`config.mk`:
```
export PLATFORM = sky130hd
export DESIGN_NAME = sliding_window_maximum
export DESIGN_NICKNAME = d
export VERILOG_FILES = /design/src/rtl/swm_pkg.sv /design/src/rtl/swm_cmp_unit.sv /design/src/rtl/swm_deque_ram.sv /design/src/rtl/swm_core.sv /design/src/rtl/sliding_window_maximum.sv
export SDC_FILE = /design/constraint.sdc
export NUM_CORES = 2
export LEC_CHECK = 0
export BUFFER_PORTS_ARGS = -buffer_cell sky130_fd_sc_hd__buf_2
export CORE_ASPECT_RATIO = 0.5
export CORE_MARGIN = 2
export CORE_UTILIZATION = 40
export DETAILED_ROUTE_END_ITERATION = 16
export GPL_ROUTABILITY_DRIVEN = 0
export SYNTH_ARGS = -nofsm -noshare
export SYNTH_HDL_FRONTEND = slang
export SYNTH_SLANG_ARGS = --single-unit
```
`constraint.sdc`:
```
create_clock -name clk -period 17.65 [get_ports clk]
set_input_delay 5.295 -clock clk [delete_from_list [all_inputs] [get_ports clk]]
set_output_delay 5.295 -clock clk [all_outputs]
set_load 0.01 [all_outputs]
```
`src/rtl/swm_pkg.sv`:
```
`timescale 1ns / 1ps

package swm_pkg;

    // Default configuration of the block.
    localparam int WINDOW_MAX_DEF  = 64;
    localparam int SAMPLE_BITS_DEF = 32;

    // Width of the window size register.
    localparam int CFG_W = 7;

    // Sequencer states of the deque engine.
    typedef enum logic [2:0] {
        ST_IDLE,
        ST_BACK_RD,
        ST_BACK_CMP,
        ST_FRONT_RD,
        ST_FRONT_CMP,
        ST_PUSH,
        ST_EMIT
    } swm_state_t;

endpackage

```
`src/rtl/swm_cmp_unit.sv`:
```
`timescale 1ns / 1ps

module swm_cmp_unit #(
    parameter int CMP_W = 32
) (
    input  logic [CMP_W-1:0] a,
    input  logic [CMP_W-1:0] b,
    output logic             a_le_b
);

    // The one comparator of the block, shared by the tail and the front checks.
    assign a_le_b = (a <= b);

endmodule

```
`src/rtl/swm_deque_ram.sv`:
```
`timescale 1ns / 1ps

module swm_deque_ram #(
    parameter int DEPTH = 64,
    parameter int WIDTH = 39
) (
    input  logic                     clk,
    input  logic                     we,
    input  logic [$clog2(DEPTH)-1:0] waddr,
    input  logic [WIDTH-1:0]         wdata,
    input  logic [$clog2(DEPTH)-1:0] raddr,
    output logic [WIDTH-1:0]         rdata
);

    logic [WIDTH-1:0] mem [DEPTH];

    always_ff @(posedge clk)
    begin
        if (we)
        begin
            mem[waddr] <= wdata;
        end
    end

    always_ff @(posedge clk)
    begin
        rdata <= mem[raddr];
    end

endmodule

```
`src/rtl/swm_core.sv`:
```
`timescale 1ns / 1ps

module swm_core #(
    parameter int WINDOW_MAX  = 64,
    parameter int SAMPLE_BITS = 32
) (
    input  logic                                clk,
    input  logic                                rst_n,
    input  logic                                in_valid,
    output logic                                in_ready,
    input  logic [SAMPLE_BITS-1:0]              in_sample,
    input  logic                                in_first,
    input  logic                                in_last,
    input  logic [$clog2(WINDOW_MAX+1)-1:0]     k,
    output logic                                res_valid,
    input  logic                                res_ready,
    output logic [SAMPLE_BITS-1:0]              res_value,
    output logic                                res_final
);

    import swm_pkg::*;

    localparam int IDX_W  = $clog2(WINDOW_MAX);
    localparam int CNT_W  = $clog2(WINDOW_MAX + 1);
    localparam int POS_W  = $clog2(2 * WINDOW_MAX);
    localparam int CMP_W  = (SAMPLE_BITS > POS_W) ? SAMPLE_BITS : POS_W;
    localparam int WORD_W = SAMPLE_BITS + POS_W;

    localparam logic [CNT_W-1:0] CNT_FULL = CNT_W'(WINDOW_MAX);
    localparam logic [CNT_W-1:0] CNT_ONE  = CNT_W'(1);
    localparam logic [IDX_W:0]   SLOT_MOD = (IDX_W + 1)'(WINDOW_MAX);
    localparam logic [IDX_W-1:0] IDX_LAST = IDX_W'(WINDOW_MAX - 1);
    localparam logic [POS_W:0]   POS_MOD  = (POS_W + 1)'(2 * WINDOW_MAX);
    localparam logic [POS_W-1:0] POS_LAST = POS_W'(2 * WINDOW_MAX - 1);

    // Slot that lies off entries behind the head, wrapping round the ring.
    function automatic logic [IDX_W-1:0] slot_add(input logic [IDX_W-1:0] head,
                                                  input logic [CNT_W-1:0] off);
        logic [IDX_W:0] sum;
        sum = (IDX_W + 1)'(head) + (IDX_W + 1)'(off);
        if (sum >= SLOT_MOD)
        begin
            sum = sum - SLOT_MOD;
        end
        return sum[IDX_W-1:0];
    endfunction

    // Flipping the sign bit makes an unsigned compare follow signed order.
    function automatic logic [SAMPLE_BITS-1:0] order_key(input logic [SAMPLE_BITS-1:0] v);
        return {~v[SAMPLE_BITS-1], v[SAMPLE_BITS-2:0]};
    endfunction

    swm_state_t state_reg, state_next;

    logic [IDX_W-1:0]       head_reg, head_next;
    logic [CNT_W-1:0]       count_reg, count_next;
    logic [POS_W-1:0]       pos_reg, pos_next;
    logic [CNT_W-1:0]       filled_reg, filled_next;
    logic [SAMPLE_BITS-1:0] sample_reg, sample_next;
    logic                   last_reg, last_next;
    logic [CNT_W-1:0]       k_reg, k_next;
    logic [SAMPLE_BITS-1:0] front_reg, front_next;

    logic                   ram_we;
    logic [IDX_W-1:0]       ram_waddr;
    logic [WORD_W-1:0]      ram_wdata;
    logic [IDX_W-1:0]       ram_raddr;
    logic [WORD_W-1:0]      ram_rdata;

    logic [SAMPLE_BITS-1:0] cand_value;
    logic [POS_W-1:0]       cand_pos;
    logic [POS_W:0]         pos_diff;
    logic [POS_W:0]         age_wide;
    logic [POS_W-1:0]       age;
    logic [CNT_W-1:0]       count_dec;
    logic [CMP_W-1:0]       cmp_a;
    logic [CMP_W-1:0]       cmp_b;
    logic                   cmp_le;
    logic                   emit;

    swm_deque_ram #(
        .DEPTH (WINDOW_MAX),
        .WIDTH (WORD_W)
    ) u_ram (
        .clk   (clk),
        .we    (ram_we),
        .waddr (ram_waddr),
        .wdata (ram_wdata),
        .raddr (ram_raddr),
        .rdata (ram_rdata)
    );

    swm_cmp_unit #(
        .CMP_W (CMP_W)
    ) u_cmp (
        .a      (cmp_a),
        .b      (cmp_b),
        .a_le_b (cmp_le)
    );

    assign cand_value = ram_rdata[SAMPLE_BITS-1:0];
    assign cand_pos   = ram_rdata[WORD_W-1:SAMPLE_BITS];
    assign count_dec  = count_reg - CNT_ONE;

    // Age of the front candidate, positions counting modulo twice the depth.
    assign pos_diff = {1'b0, pos_reg} - {1'b0, cand_pos};
    assign age_wide = pos_diff[POS_W] ? (pos_diff + POS_MOD) : pos_diff;
    assign age      = age_wide[POS_W-1:0];

    assign emit = (filled_reg >= k_reg) || last_reg;

    always_comb
    begin
        case (state_reg)
            ST_BACK_CMP:
            begin
                cmp_a = CMP_W'(order_key(cand_value));
                cmp_b = CMP_W'(order_key(sample_reg));
            end
            ST_FRONT_CMP:
            begin
                // The front has left the window when k is not above its age.
                cmp_a = CMP_W'(k_reg);
                cmp_b = CMP_W'(age);
            end
            default:
            begin
                cmp_a = '0;
                cmp_b = '0;
            end
        endcase
    end

    // Next state.
    always_comb
    begin
        state_next = state_reg;
        case (state_reg)
            ST_IDLE:
            begin
                if (in_valid)
                begin
                    if (in_first || (count_reg == '0))
                    begin
                        state_next = ST_PUSH;
                    end
                    else
                    begin
                        state_next = ST_BACK_RD;
                    end
                end
            end
            ST_BACK_RD:
            begin
                state_next = ST_BACK_CMP;
            end
            ST_BACK_CMP:
            begin
                if (!cmp_le)
                begin
                    state_next = ST_FRONT_RD;
                end
                else if (count_reg == CNT_ONE)
                begin
                    state_next = ST_PUSH;
                end
                else
                begin
                    state_next = ST_BACK_RD;
                end
            end
            ST_FRONT_RD:
            begin
                state_next = ST_FRONT_CMP;
            end
            ST_FRONT_CMP:
            begin
                if (cmp_le && (count_reg != CNT_ONE))
                begin
                    state_next = ST_FRONT_RD;
                end
                else
                begin
                    state_next = ST_PUSH;
                end
            end
            ST_PUSH:
            begin
                state_next = ST_EMIT;
            end
            ST_EMIT:
            begin
                if (!emit || res_ready)
                begin
                    state_next = ST_IDLE;
                end
            end
            default:
            begin
                state_next = ST_IDLE;
            end
        endcase
    end

    // Outputs of the sequencer.
    always_comb
    begin
        in_ready  = (state_reg == ST_IDLE);
        ram_we    = (state_reg == ST_PUSH) && (count_reg != CNT_FULL);
        ram_waddr = slot_add(head_reg, count_reg);
        ram_wdata = {pos_reg, sample_reg};
        ram_raddr = (state_reg == ST_BACK_RD) ? slot_add(head_reg, count_dec) : head_reg;
        res_valid = (state_reg == ST_EMIT) && emit;
        res_value = front_reg;
        res_final = last_reg;
    end

    // Deque bookkeeping.
    always_comb
    begin
        head_next   = head_reg;
        count_next  = count_reg;
        pos_next    = pos_reg;
        filled_next = filled_reg;
        sample_next = sample_reg;
        last_next   = last_reg;
        k_next      = k_reg;
        front_next  = front_reg;
        case (state_reg)
            ST_IDLE:
            begin
                if (in_valid)
                begin
                    sample_next = in_sample;
                    last_next   = in_last;
                    k_next      = k;
                    if (in_first)
                    begin
                        head_next   = '0;
                        count_next  = '0;
                        pos_next    = '0;
                        filled_next = '0;
                    end
                end
            end
            ST_BACK_CMP:
            begin
                if (cmp_le)
                begin
                    count_next = count_dec;
                end
            end
            ST_FRONT_CMP:
            begin
                if (cmp_le)
                begin
                    count_next = count_dec;
                    head_next  = (head_reg == IDX_LAST) ? '0 : head_reg + IDX_W'(1);
                end
                else
                begin
                    front_next = cand_value;
                end
            end
            ST_PUSH:
            begin
                if (count_reg != CNT_FULL)
                begin
                    count_next = count_reg + CNT_ONE;
                end
                // An empty deque means the new sample is itself the maximum.
                if (count_reg == '0)
                begin
                    front_next = sample_reg;
                end
                pos_next = (pos_reg == POS_LAST) ? '0 : pos_reg + POS_W'(1);
                if (filled_reg != CNT_FULL)
                begin
                    filled_next = filled_reg + CNT_ONE;
                end
            end
            ST_EMIT:
            begin
                if (last_reg && res_ready)
                begin
                    head_next   = '0;
                    count_next  = '0;
                    pos_next    = '0;
                    filled_next = '0;
                end
            end
            default:
            begin
            end
        endcase
    end

    always_ff @(posedge clk or negedge rst_n)
    begin
        if (!rst_n)
        begin
            state_reg  <= ST_IDLE;
            head_reg   <= '0;
            count_reg  <= '0;
            pos_reg    <= '0;
            filled_reg <= '0;
        end
        else
        begin
            state_reg  <= state_next;
            head_reg   <= head_next;
            count_reg  <= count_next;
            pos_reg    <= pos_next;
            filled_reg <= filled_next;
        end
    end

    always_ff @(posedge clk)
    begin
        sample_reg <= sample_next;
        last_reg   <= last_next;
        k_reg      <= k_next;
        front_reg  <= front_next;
    end

endmodule

```
`src/rtl/sliding_window_maximum.sv`:
```
`timescale 1ns / 1ps

// Sliding window maximum over signed samples, grouped into sequences by a first
// mark (tuser) and a last mark (tlast). From the k-th sample of a sequence on,
// each sample yields the maximum of the last k samples; a sequence that ends
// before k samples still yields one result, the maximum of what it held, and
// the result of a last-marked sample carries tlast. k is the window_size
// register (0 acts as 1, values above WINDOW_MAX act as WINDOW_MAX), and a new
// value should be written only while no item is in flight. Candidates are kept
// as a monotonic deque in a single-port-read RAM, and one shared comparator
// walks it. An item passes from idle through the deque entries examined at
// the tail and then at the front (each examined entry costs a RAM read and a
// compare; with an empty deque none is examined) to a push and an emit step,
// and each entry is popped at most once over its life. The result sits in an
// output register, so the next item is taken while it waits to be read.

module sliding_window_maximum #(
    parameter int WINDOW_MAX  = swm_pkg::WINDOW_MAX_DEF,
    parameter int SAMPLE_BITS = swm_pkg::SAMPLE_BITS_DEF
) (
    input  logic                                   clk,
    input  logic                                   rst_n,
    // Configuration: window_size.
    input  logic                                   cfg_valid,
    output logic                                   cfg_ready,
    input  logic [swm_pkg::CFG_W-1:0]              cfg_data,
    // Input items.
    input  logic                                   s_axis_tvalid,
    output logic                                   s_axis_tready,
    input  logic [((SAMPLE_BITS + 7) / 8) * 8-1:0] s_axis_tdata,  // sample, zero pad
    input  logic                                   s_axis_tuser,  // first
    input  logic                                   s_axis_tlast,  // last
    // Result items.
    output logic                                   m_axis_tvalid,
    input  logic                                   m_axis_tready,
    output logic [((SAMPLE_BITS + 7) / 8) * 8-1:0] m_axis_tdata,  // window_max, zero pad
    output logic                                   m_axis_tlast   // final_res
);

    import swm_pkg::*;

    localparam int TDATA_W = ((SAMPLE_BITS + 7) / 8) * 8;
    localparam int CNT_W   = $clog2(WINDOW_MAX + 1);
    localparam int KW      = (CFG_W > CNT_W) ? CFG_W : CNT_W;

    logic [CFG_W-1:0]       window_size_reg;
    logic [KW-1:0]          ws_ext;
    logic [CNT_W-1:0]       k_eff;

    logic                   res_valid;
    logic                   res_ready;
    logic [SAMPLE_BITS-1:0] res_value;
    logic                   res_final;

    logic                   out_valid_reg;
    logic [SAMPLE_BITS-1:0] out_value_reg;
    logic                   out_last_reg;

    assign cfg_ready = 1'b1;

    always_ff @(posedge clk or negedge rst_n)
    begin
        if (!rst_n)
        begin
            window_size_reg <= CFG_W'(1);
        end
        else if (cfg_valid && cfg_ready)
        begin
            window_size_reg <= cfg_data;
        end
    end

    // Bring the programmed size into the range the deque supports.
    assign ws_ext = KW'(window_size_reg);

    always_comb
    begin
        if (ws_ext == '0)
        begin
            k_eff = CNT_W'(1);
        end
        else if (ws_ext > KW'(WINDOW_MAX))
        begin
            k_eff = CNT_W'(WINDOW_MAX);
        end
        else
        begin
            k_eff = ws_ext[CNT_W-1:0];
        end
    end

    swm_core #(
        .WINDOW_MAX  (WINDOW_MAX),
        .SAMPLE_BITS (SAMPLE_BITS)
    ) u_core (
        .clk       (clk),
        .rst_n     (rst_n),
        .in_valid  (s_axis_tvalid),
        .in_ready  (s_axis_tready),
        .in_sample (s_axis_tdata[SAMPLE_BITS-1:0]),
        .in_first  (s_axis_tuser),
        .in_last   (s_axis_tlast),
        .k         (k_eff),
        .res_valid (res_valid),
        .res_ready (res_ready),
        .res_value (res_value),
        .res_final (res_final)
    );

    // Output register: a new result may enter as the old one leaves.
    assign res_ready = !out_valid_reg || m_axis_tready;

    always_ff @(posedge clk or negedge rst_n)
    begin
        if (!rst_n)
        begin
            out_valid_reg <= 1'b0;
        end
        else if (res_ready)
        begin
            out_valid_reg <= res_valid;
        end
    end

    always_ff @(posedge clk)
    begin
        if (res_valid && res_ready)
        begin
            out_value_reg <= res_value;
            out_last_reg  <= res_final;
        end
    end

    assign m_axis_tvalid = out_valid_reg;
    assign m_axis_tdata  = TDATA_W'(out_value_reg);
    assign m_axis_tlast  = out_last_reg;

    // The sequencer never offers a result while it is waiting for an item.
    assert property (@(posedge clk) disable iff (!rst_n)
        res_valid |-> !s_axis_tready)
        else $error("result offered while idle");

    // An accepted item keeps the input closed on the following cycle.
    assert property (@(posedge clk) disable iff (!rst_n)
        (s_axis_tvalid && s_axis_tready) |=> !s_axis_tready)
        else $error("input reopened straight after an item");

    // A result handed over lands in the output register.
    assert property (@(posedge clk) disable iff (!rst_n)
        (res_valid && res_ready) |=> m_axis_tvalid)
        else $error("result lost between core and output register");

endmodule

```
==> results.txt <==
The cell count after synthesis came out at 8,459. u_core.u_ram.mem holds more flip-flops than any other register. The run gives 64,700 as the number of global-route vias before repair. Power comes to 20.3 mW. In the final routed layout, each cell accounts on average for 28.2 microns. Floorplan die area: 271,000 sq um. The register with the most flip-flops in the layout has 2,496 of them.

Power spread over the standard cell area amounts to 170 nW/um^2. By startpoint and endpoint, the worst setup path is classified as reg -> out. Measured along the x axis, the die boundary spans 735 microns.

The floorplan step defined a core boundary enclosing 266,000 sq um. In this run the count of I/O pins placed on the die edge is 82. The run gives 0 ns as the sum of negative setup slack. Once the clock tree was built, the setup fixing pass inserted 0 buffers. The worst setup path is captured at a primary output. Clock tree synthesis selected as its root buffer the cell sky130_fd_sc_hd__clkbuf_16. Of all flip-flops after synthesis, the portion carrying an async set or reset was 1.42%. Across all hold checks on the routed design, the worst slack comes to 0.417 ns.

The routed via count divided by cell count was 5.83; the clock skew after layout was 0.0580 ns. TritonCTS built the clock tree. Global routing met3 resource utilization: 4.68%. The layer flagged by global routing as most heavily used is met2. Grouping stages by cell kind, the critical path spends the most delay in flip-flops. The clock passes through at most 4 buffers. The launching element type of the critical path is a flip-flop. At the worst endpoint, the required time is 12.35 ns. For this run, design rule violations remaining after detail routing come to 0. Number of nets in the finished design: 8,556.

The slowest library cell on the worst path is sky130_fd_sc_hd__dfrtp_1. The initialized floorplan defines 134 standard-cell rows. The detail route stage leaves a number of antenna-violating nets equal to 0. The tree built by TritonCTS fans out to 2,678 sinks. The overall die height is 369 microns, and the part of the Yosys area used for sequential elements is 74.8%. The H-tree depth is 4, and the share of the synthesized area in the top cell type is 73.2%. By area the synthesized netlist is led by sky130_fd_sc_hd__edfxtp_1, sky130_fd_sc_hd__nand2_1, sky130_fd_sc_hd__nand3_1. Clock tree synthesis inserted a total of 245 buffers. Compared with the post-synthesis result, the final layout area differs by 11.5%. Ratio of cells with drive above 1 in the final layout: 8.07%. After synthesis, the most frequently instantiated cells are sky130_fd_sc_hd__nand2_1, sky130_fd_sc_hd__edfxtp_1, sky130_fd_sc_hd__nand3_1, sky130_fd_sc_hd__clkbuf_1, sky130_fd_sc_hd__a41oi_1.

Timing would allow up to 0.133 GHz. The largest registers in the layout are u_core.u_ram.mem: 2496 flops, u_core.u_ram.rdata: 39 flops. The final route contains 71,000 vias. After synthesis the netlist holds a flip-flop and latch count of 2,678. Port buffering added 80 buffers. Combined area of the multi-input logic cells: 25,200 sq um.

The worst path in the final design needs a cycle of 7.54 ns, including I/O delays and setup. The combined global-route utilization of all metal layers came out at 24.5%. In the global route stage, met1 resource usage came out at 35.6%.

The run gives 0 as the hold violation count in the final report. The worst hold path class was reg -> reg. Summed over all nets, the half-perimeter wirelength after detailed placement is 182,000 microns. The placed instances occupy a cell area of 112,000 sq um.

After routing the design area is 119,000 sq um. Counting flops with a built-in enable in the synthesized netlist gives 2,601. Register cell area after layout: 79,800 sq um.

The signal on the critical path passes through nor3_1, buf_2. The tools report the initial antenna violation count as 30. The run gives 107,000 sq um as the post-synth design cell area. The iteration-0 DRC count of the detailed router is 10,900, and the max-slew headroom at the worst pin is 11.8%.

The run gives 0 as the total of warnings raised by yosys. The flow ran to the end, and the final reports show no timing, DRC or antenna violations. Summed over all cells, the static leakage comes to 40.2 nW. The peak fanout along the critical path was 22; the number of buffer and inverter instances along the worst setup path was 1. Across the run, the number of max-cap violations was 0. After global routing the overflow that remains totals 0. Wires add up to 343,000 microns. Among all flip-flop cells after synthesis, the most frequent one is sky130_fd_sc_hd__edfxtp_1. The number of nets handed over by synthesis was 8,571. The first global-routing pass estimated 481,000 microns of wire. The number of iterations in the first detailed-routing pass is 8, and the number of different library cells in the post-synthesis netlist is 77. At the worst endpoint, the arrival time is 2.25 ns. For this configuration, the core starts out at a cell density of 40.1%.

At the pin with the least slew margin, the transition time is 1.31 ns. Of all cell types, the one taking the most synthesized area is sky130_fd_sc_hd__edfxtp_1. The tools report the met2 track demand over resource as 37.2%.

The critical path's largest stage delay is 0.65 ns. After clock tree synthesis, the clock-pin slew on the worst setup and hold paths is 0.07 ns. The layout has 23,600 filler cells. The run gives 0 as the number of max-slew violations in the final report.

Setup repair after global routing left no endpoint under its margin. The number of hold buffers added after CTS was 0. The mean cell area of the mapped netlist works out to 12.6 sq um. The most instantiated library cell after synthesis was sky130_fd_sc_hd__nand2_1. Across the VDD grid, the largest voltage drop is 0.266 mV.

Setup violations remaining at the end of the flow were counted as 0. The number of gates resized after CTS was 0. Entering global routing, the biggest net connects 188 pins. The later-pin clock latency in the skew report is 0.92 ns, and the share of the clock period used by the worst path is 42.7%.
routing by layer:
| layer | routed length, microns | vias up |
|---|---|---|
| met5 | 71 | - |
| met4 | 12500 | 12 |
| met3 | 39200 | 623 |
| met2 | 151000 | 4077 |
| met1 | 140000 | 35700 |
| li1 | - | 30600 |
layout make-up:
class                           count  share of cell area (%)
Sequential cell                  2678                    67.0
Multi-Input combinational cell   5223                    21.2
Clock buffer                      350                    5.69
Tap cell                         3536                    3.72
Timing Repair Buffer              265                    1.60
Clock inverter                     87                   0.676
Inverter                           31                  0.0977
Antenna cell                        2                 0.00420
cells by family (layout without fill, tap and decap cells):
family / Yosys count / count (layout) / synth area share (%)
AO/OA/AOI/OAI: 320 / 320 / 2.32
XOR/XNOR: 21 / 21 / 0.172
other: 1 / 3 / 0.00351
adder cells (fa/ha/maj): 66 / 66 / 0.795
AND/OR/NAND/NOR: 4785 / 4785 / 19.4
buffers and inverters: 558 / 733 / 2.20
multiplexers: 30 / 30 / 0.295
flip-flops: 2678 / 2678 / 74.8
worst paths after layout:
check / start / to / slack (ns) / cells after the start
setup / recovery: u_core.state_reg[0] / s_axis_tready / 10.11 / 2
hold / removal: u_core.res_value[2] / m_axis_tdata[2] / 0.42 / 0
setup reg to reg: u_core.count_reg[0] / u_core.u_ram.rdata[15] / 11.15 / 14
hold reg to reg: u_core.res_value[2] / m_axis_tdata[2] / 0.42 / 0
max in group asynchronous: rst_n / u_core.pos_reg[6] / 12.67 / 2
min in group asynchronous: rst_n / u_core.count_reg[0] / 4.51 / 2
power breakdown:
part	switching, mW	internal (mW)
logic	5.58	1.94
clock network	2.34	2.87
registers	0.185	7.38
stage by stage:
step                      setup WS (ns)  std cells  utilization, %
after global placement            10.66      11700            41.9
after detailed placement          10.71      11700            41.9
after floorplan                   10.49       8459               -
after CTS                         10.07      12200            44.8
after global routing               9.96      12200            44.8
final                             10.11      12200            44.8
cells in the final DEF, fill, tap and decap left out, types with 7 or more instances in the layout:
| cell | instances |
|---|---|
| sky130_fd_sc_hd__a21o_1 | 7 |
| sky130_fd_sc_hd__a21oi_1 | 39 |
| sky130_fd_sc_hd__a22oi_1 | 10 |
| sky130_fd_sc_hd__a31oi_1 | 7 |
| sky130_fd_sc_hd__a41oi_1 | 153 |
| sky130_fd_sc_hd__and2_1 | 25 |
| sky130_fd_sc_hd__buf_12 | 9 |
| sky130_fd_sc_hd__buf_2 | 80 |
| sky130_fd_sc_hd__buf_4 | 176 |
| sky130_fd_sc_hd__bufinv_16 | 15 |
| sky130_fd_sc_hd__clkbuf_1 | 82 |
| sky130_fd_sc_hd__clkbuf_16 | 247 |
| sky130_fd_sc_hd__clkbuf_8 | 21 |
| sky130_fd_sc_hd__clkinv_1 | 41 |
| sky130_fd_sc_hd__clkinv_2 | 22 |
| sky130_fd_sc_hd__dfrtp_1 | 30 |
| sky130_fd_sc_hd__dfrtp_2 | 7 |
| sky130_fd_sc_hd__dfxtp_1 | 39 |
| sky130_fd_sc_hd__edfxtp_1 | 2601 |
| sky130_fd_sc_hd__ha_1 | 63 |
| sky130_fd_sc_hd__inv_1 | 31 |
| sky130_fd_sc_hd__mux2_2 | 11 |
| sky130_fd_sc_hd__mux2i_1 | 17 |
| sky130_fd_sc_hd__nand2_1 | 2654 |
| sky130_fd_sc_hd__nand2b_1 | 8 |
| sky130_fd_sc_hd__nand3_1 | 1862 |
| sky130_fd_sc_hd__nand4_1 | 18 |
| sky130_fd_sc_hd__nor2_1 | 46 |
| sky130_fd_sc_hd__nor2_4 | 71 |
| sky130_fd_sc_hd__nor2b_1 | 13 |
| sky130_fd_sc_hd__nor3_1 | 11 |
| sky130_fd_sc_hd__o21ai_0 | 42 |
| sky130_fd_sc_hd__or4_1 | 38 |
| sky130_fd_sc_hd__xnor2_1 | 14 |
| sky130_fd_sc_hd__xor2_1 | 7 |
Power figures use the tool's default switching activity.
